### src/rtl/catmull_rom_path_follower_defines.svh
// assertion macros for the catmull-rom path follower
// used by the top level only, needs clk and rst_n in scope
`ifndef CATMULL_ROM_PATH_FOLLOWER_DEFINES_SVH
`define CATMULL_ROM_PATH_FOLLOWER_DEFINES_SVH

// same-cycle implication
`define CRPF_ASSERT_NOW(label, ante, cons, msg) \
  label: assert property (@(posedge clk) disable iff (!rst_n) (ante) |-> (cons)) \
    else $error(msg);

// next-cycle implication
`define CRPF_ASSERT_NEXT(label, ante, cons, msg) \
  label: assert property (@(posedge clk) disable iff (!rst_n) (ante) |=> (cons)) \
    else $error(msg);

`endif

### src/rtl/crpf_pkg.sv
// shared constants, codes and control structs of the path follower
// no dependencies
`timescale 1ns / 1ps
package crpf_pkg;

  localparam int MAX_POINTS = 256;
  localparam int FRAC_BITS  = 16;
  localparam int PT_AW      = $clog2(MAX_POINTS);
  localparam int NP_W       = PT_AW + 1;
  localparam int COORD_W    = 32;
  localparam int PT_W       = 3 * COORD_W;
  localparam int ELAP_W     = 33;
  localparam int DUR_W      = 32;
  localparam int PROD_W     = ELAP_W + PT_AW;
  localparam int DVD_W      = PROD_W + FRAC_BITS;
  localparam int DIV_CNT_W  = $clog2(DVD_W);
  localparam int H_W        = FRAC_BITS + 3;
  localparam int DIFF_W     = COORD_W + 1;
  localparam int MUL_W      = DIFF_W + H_W;
  localparam int ACC_W      = MUL_W + 2;

  typedef enum logic [1:0] {
    REQ_WRITE   = 2'd0,
    REQ_TICK    = 2'd1,
    REQ_RESTART = 2'd2
  } req_t;

  typedef enum logic {
    CFG_DURATION   = 1'b0,
    CFG_NUM_POINTS = 1'b1
  } cfg_idx_t;

  // point reads of one segment, in issue order
  typedef enum logic [2:0] {
    RD_FIRST = 3'd0,
    RD_LAST  = 3'd1,
    RD_P0    = 3'd2,
    RD_P1    = 3'd3,
    RD_A0    = 3'd4,
    RD_B0    = 3'd5,
    RD_A1    = 3'd6,
    RD_B1    = 3'd7
  } rd_sel_t;

  typedef struct packed {
    logic       elap_add;
    logic       elap_clr;
    logic       div_load;
    logic       div_step;
    logic       t2_ld;
    logic       t3_ld;
    rd_sel_t    rd_sel;
    logic       cap_en;
    rd_sel_t    cap_sel;
    logic       mul_en;
    logic [1:0] term;
    logic [1:0] coord;
    logic       acc_add;
    logic       acc_first;
    logic       res_ld;
    logic       pt_ld;
    logic       meta_ld;
    logic       meta_end;
  } crpf_cmd_t;

  typedef struct packed {
    logic over;
    logic pt_direct;
  } crpf_sts_t;

endpackage

### src/rtl/crpf_ctrl.sv
// controller: sequences the tick through divide, point reads and mac
// depends on crpf_pkg
`timescale 1ns / 1ps
module crpf_ctrl import crpf_pkg::*; (
  input  logic       clk,
  input  logic       rst_n,
  input  logic       start,
  input  logic [1:0] req_type,
  input  logic [7:0] point_index,
  input  crpf_sts_t  sts,
  output crpf_cmd_t  cmd,
  output logic       ram_we,
  output logic       busy,
  output logic       out_valid
);

  typedef enum logic [2:0] {
    S_IDLE, S_CHK, S_DIV, S_SEL, S_RD, S_MAC, S_OUT_PT, S_DONE
  } state_t;

  state_t               state_r, state_nxt;
  logic [DIV_CNT_W-1:0] cnt_r, cnt_nxt;
  logic [1:0]           coord_r, coord_nxt;
  logic                 running_r, running_nxt;
  logic                 end_r, end_nxt;
  logic                 go;

  assign go        = start && (state_r == S_IDLE);
  assign busy      = state_r != S_IDLE;
  assign out_valid = state_r == S_DONE;
  assign ram_we    = go && (req_t'(req_type) == REQ_WRITE) && (32'(point_index) < MAX_POINTS);

  always_comb begin
    cmd         = '0;
    state_nxt   = state_r;
    cnt_nxt     = cnt_r;
    coord_nxt   = coord_r;
    running_nxt = running_r;
    end_nxt     = end_r;
    cmd.coord   = coord_r;
    unique case (state_r)
      S_IDLE: begin
        if (go) begin
          case (req_t'(req_type))
            REQ_TICK: begin
              if (running_r) begin
                cmd.elap_add = 1'b1;
                state_nxt    = S_CHK;
              end
            end
            REQ_RESTART: begin
              cmd.elap_clr = 1'b1;
              running_nxt  = 1'b1;
            end
            default: ;
          endcase
        end
      end
      S_CHK: begin
        if (sts.over) begin
          cmd.rd_sel  = RD_LAST;
          end_nxt     = 1'b1;
          running_nxt = 1'b0;
          state_nxt   = S_OUT_PT;
        end else begin
          cmd.div_load = 1'b1;
          cnt_nxt      = '0;
          state_nxt    = S_DIV;
        end
      end
      S_DIV: begin
        cmd.div_step = 1'b1;
        cnt_nxt      = cnt_r + DIV_CNT_W'(1);
        if (cnt_r == DIV_CNT_W'(DVD_W - 1)) begin
          state_nxt = S_SEL;
        end
      end
      S_SEL: begin
        cnt_nxt = '0;
        if (sts.pt_direct) begin
          cmd.rd_sel = RD_P0;
          end_nxt    = 1'b0;
          state_nxt  = S_OUT_PT;
        end else begin
          state_nxt = S_RD;
        end
      end
      S_RD: begin
        // read data is registered in the ram, so each read is captured at the step after its issue
        cmd.rd_sel  = rd_sel_t'(cnt_r[2:0]);
        cmd.cap_en  = cnt_r != '0;
        cmd.cap_sel = rd_sel_t'(cnt_r[2:0] - 3'd1);
        cmd.t2_ld   = cnt_r == '0;
        cmd.t3_ld   = cnt_r == DIV_CNT_W'(1);
        cnt_nxt     = cnt_r + DIV_CNT_W'(1);
        if (cnt_r == DIV_CNT_W'(8)) begin
          cnt_nxt   = '0;
          coord_nxt = '0;
          state_nxt = S_MAC;
        end
      end
      S_MAC: begin
        // four products per coordinate, each accumulated in the cycle after its multiply
        cmd.term      = cnt_r[1:0];
        cmd.mul_en    = cnt_r < DIV_CNT_W'(4);
        cmd.acc_add   = (cnt_r >= DIV_CNT_W'(1)) && (cnt_r <= DIV_CNT_W'(4));
        cmd.acc_first = cnt_r == DIV_CNT_W'(1);
        cnt_nxt       = cnt_r + DIV_CNT_W'(1);
        if (cnt_r == DIV_CNT_W'(5)) begin
          cmd.res_ld  = 1'b1;
          cmd.meta_ld = 1'b1;
          cnt_nxt     = '0;
          if (coord_r == 2'd2) begin
            state_nxt = S_DONE;
          end else begin
            coord_nxt = coord_r + 2'd1;
          end
        end
      end
      S_OUT_PT: begin
        cmd.pt_ld    = 1'b1;
        cmd.meta_ld  = 1'b1;
        cmd.meta_end = end_r;
        state_nxt    = S_DONE;
      end
      S_DONE: begin
        state_nxt = S_IDLE;
      end
      default: state_nxt = S_IDLE;
    endcase
  end

  always_ff @(posedge clk) begin
    if (!rst_n) begin
      state_r   <= S_IDLE;
      cnt_r     <= '0;
      coord_r   <= '0;
      running_r <= 1'b1;
      end_r     <= 1'b0;
    end else begin
      state_r   <= state_nxt;
      cnt_r     <= cnt_nxt;
      coord_r   <= coord_nxt;
      running_r <= running_nxt;
      end_r     <= end_nxt;
    end
  end

endmodule

### config.mk
export PLATFORM = sky130hd
export DESIGN_NAME = crpf_ctrl
export DESIGN_NICKNAME = d
export VERILOG_FILES = /design/src/rtl/catmull_rom_path_follower_defines.svh /design/src/rtl/crpf_pkg.sv /design/src/rtl/crpf_ctrl.sv
export SDC_FILE = /design/constraint.sdc
export NUM_CORES = 1
export LEC_CHECK = 0
export BUFFER_PORTS_ARGS = -buffer_cell sky130_fd_sc_hd__buf_2
export CAP_MARGIN = 20
export CORE_MARGIN = 3
export CORE_UTILIZATION = 48
export CTS_CLUSTER_DIAMETER = 150
export DETAILED_ROUTE_END_ITERATION = 6
export PLACE_DENSITY_LB_ADDON = 0.08
export SETUP_SLACK_MARGIN = 0.4
export SLEW_MARGIN = 20
export SYNTH_ARGS = -nofsm -noshare
export SYNTH_HDL_FRONTEND = slang
export SYNTH_SLANG_ARGS = --single-unit
### constraint.sdc
create_clock -name clk -period 2 [get_ports clk]
set_input_delay 0.4 -clock clk [delete_from_list [all_inputs] [get_ports clk]]
set_output_delay 0.4 -clock clk [all_outputs]
set_load 0.02 [all_outputs]
==> key figures <==
Yosys
  • Yosys top cell area share: 23.9%
  • Sequential-to-total area share from yosys stat: roughly a quarter
  • Top cells by area, synth: dfxtp_1, o311ai_2, ha_1
  • Count leader, synth: nor2_1
  • Post-Syn Instances: 135
  • Avg Inst Size Synth: between 8 and 9 sq um
  • Synth async-reset ratio: 0%
  • Post-Syn Area: roughly 1100 sq um
  • Synth cell types: 44
  • Seq cells post-synth: 13
  • Yosys warnings: 0
  • Most frequent cells after synthesis: nor2_1, dfxtp_1, nand3_1
  • Primary FF master, synth: dfxtp_1
  • EDFF count, synth: 0
  • Area leader, netlist: dfxtp_1
  • Syn nets: about 160

GRT
  • First-pass GRT wire length: ~5.9 mm
  • Vias in the first global route: 1,235
  • Antenna violations before repair: 1
  • Gr ovfl total: 0
  • Largest net degree at the start of global routing: 17
  • GRT Total Usage: 28.2%

Clocking
  • Max clock buf depth: 2
  • Worst-path clk slew: approximately 0.10 ns
  • Clock Root Buffer: clkbuf_4
  • H-tree depth: 1
  • CTS tree: yes
  • CTS sink count: 13
  • Clk Latency, worst-skew pair: 0.29 ns
  • Total CTS buffers: 3

Finish
  • Area Growth Syn to Fin: 82.3%
  • Final Net Count: 225
  • # diodes: 0
  • Final Cell Area: 1990 sq um
  • Share of cells above drive strength 1: 66.7%

Route
  • Initial DRC count: 102
  • Wire length on met2: 2.67 mm
  • WL met3: 762 microns
  • Router iterations before antenna repair: 7
  • DR top layer: met5
  • Avg Vias per Cell: 6.95
  • Wire length on met1: 2.00 mm
  • Via count: 1,606
  • DRC Markers: 2
  • Drt wl/cell: about 26 microns
  • Drt total wl: 5.96 mm
  • Post-route ant nets: 0

Power
  • Pwr per Cell Area: between 1000 and 1500 nW/um^2
  • Worst vdd ir: between 0.9 and 1 mV
  • Sw Share: 47.4%
  • Comb power frac: between 70% and 80%
  • Clk pwr share: 8.3%
  • NetSw: around 0.0010 W
  • P_leak: 0.876 nW
  • Design Power: 0.00219 W
  • Pint: 0.00115 W
  • Sequential share of power: 18.3%

STA
  • Fin crit period: between 1.5 and 2 ns
  • Layout Skew: 0.00392 ns
  • Fin Setup TNS: 0 ns
  • Final period utilization: 98.5%
  • Max-slew violation count: 0
  • Slew Limit Headroom: about two thirds
  • Final hold viol count: 0
  • Fmax: 508 MHz
  • RSZ-0062 raised after global routing: yes
  • Final setup viols: 0
  • Least-Margin Pin Slew: 0.487 ns

Placed design
  • DP HPWL: 2.05 mm
  • Placed cell area: 1330 sq um
  • Final GP Congestion: 0.837
  • Port Buffer Count: 33

Setup path
  • Worst EP required: 1.60 ns
  • Crit path kind: reg -> out
  • CP startpoint kind: register
  • Crit path max fanout: 6
  • Worst reg2reg endpoint: state_r[0]
  • CP Capture Type: output port
  • Worst R2R Path Depth: 7
  • CP arrival: approximately 1.6 ns
  • Reg2reg start: cnt_r[1]
  • Flop2flop setup slack: ~0.09 ns

Job
  • Max Cap Viol: 0

Floorplanning
  • I/O pin count: 42
  • Rows: 16
  • Die area: just under 3000 sq um
  • Die H: about 54 microns
  • Core box area: 2060 sq um
  • Starting Density: 52.9%
  • Chip width: 53.7 microns

Status
  • Failing checks: DRC
  • Status: complete, but fails checks

Min path
  • Worst hold stages: 2
  • Worst Min Path Start: rst_n
  • Hold WC Path Type: in -> reg
  • WHS Endpoint: running_r
[area by class of cell]
cell class	instances	area (sq um)
multi-input combinational	105	995
timing repair buffer	73	612
sequential	13	283
fill	44	72.6
inverter	9	40.0
tap	27	33.8
clock buffer	4	26.3
[sequential cells by signal (all words and copies together), names as in the netlist]
signal,flops
end_r,1
cnt_r,6
coord_r,2
running_r,1
state_r,3
[cell usage in the layout (no fill, tap or decap), drive strengths merged, types with 5 or more instances in the layout]
cell type,instances
and3,7
nand2,8
nor3,5
nand4,6
dfxtp,13
nor2,14
inv,8
nand3,11
buf,73
ha,5
[what timing repair did]
| item | 4_1_cts | 5_1_grt |
|---|---|---|
| hold buffers | 0 | 0 |
| setup endpoints to repair | 34 | 33 |
| resized for setup | 60 | 43 |
| setup buffers | 23 | 13 |
| pin swaps | 19 | 14 |
[critical path, cell delays in order, from the launching register on]
cell and delay, ns:
dfxtp_4 0.38, or3_4 0.43, nor4b_4 0.27, buf_4 0.19
[stage by stage]
step	utilization [%]	worst slack [ns]	cells	hold slack [ns]
after floorplan	-	0.288	135	0.464
after detailed placement	64.6	0.182	191	0.468
after global routing	96.5	-0.303	231	0.482
final	96.5	0.0308	231	0.474
after CTS	82.8	0.106	218	0.453
after global placement	64.6	0.204	191	0.457
[how the worst max path moves through the flow]
stage               startpoint    endpoint  slack, ns  cells past startpoint
floorplan           state_r[0]     cmd[22]       0.29                      3
global placement      cnt_r[1]    cnt_r[4]       0.20                      6
detailed placement    cnt_r[1]    cnt_r[4]       0.18                      6
CTS                 state_r[1]     cmd[22]       0.11                      3
global route          cnt_r[1]  state_r[0]      -0.30                      7
finish              state_r[1]     cmd[22]       0.03                      3
[power groups by stage]
stage          sequential (W)  combinational [W]  clock (W)
2_1_floorplan        0.000344           0.000618          0
3_5_place_dp         0.000399           0.000731          0
6_report             0.000401            0.00160   0.000181
4_1_cts              0.000378            0.00112   0.000172
5_1_grt              0.000403            0.00166   0.000193
3_3_place_gp         0.000395           0.000724          0
[per-layer routing]
layer  global-route usage (%)  vias up
li1                         -      645
met1                     33.6      733
met2                     50.4      165
met3                     3.88       61
met4                     10.6        2
met5                        0        -
[logic make-up (layout without fill, tap and decap cells)]
| family | after synthesis | after routing | synth area share [%] |
|---|---|---|---|
| buf+inv | 17 | 86 | 6.54 |
| mux | 3 | 3 | 2.75 |
| xor+xnor | 1 | 1 | 0.803 |
| flops | 13 | 13 | 23.9 |
| fa+ha+maj | 5 | 5 | 5.73 |
| compound gates | 21 | 21 | 18.5 |
| simple gates | 75 | 75 | 41.9 |
(Power assumes the default switching activity.)
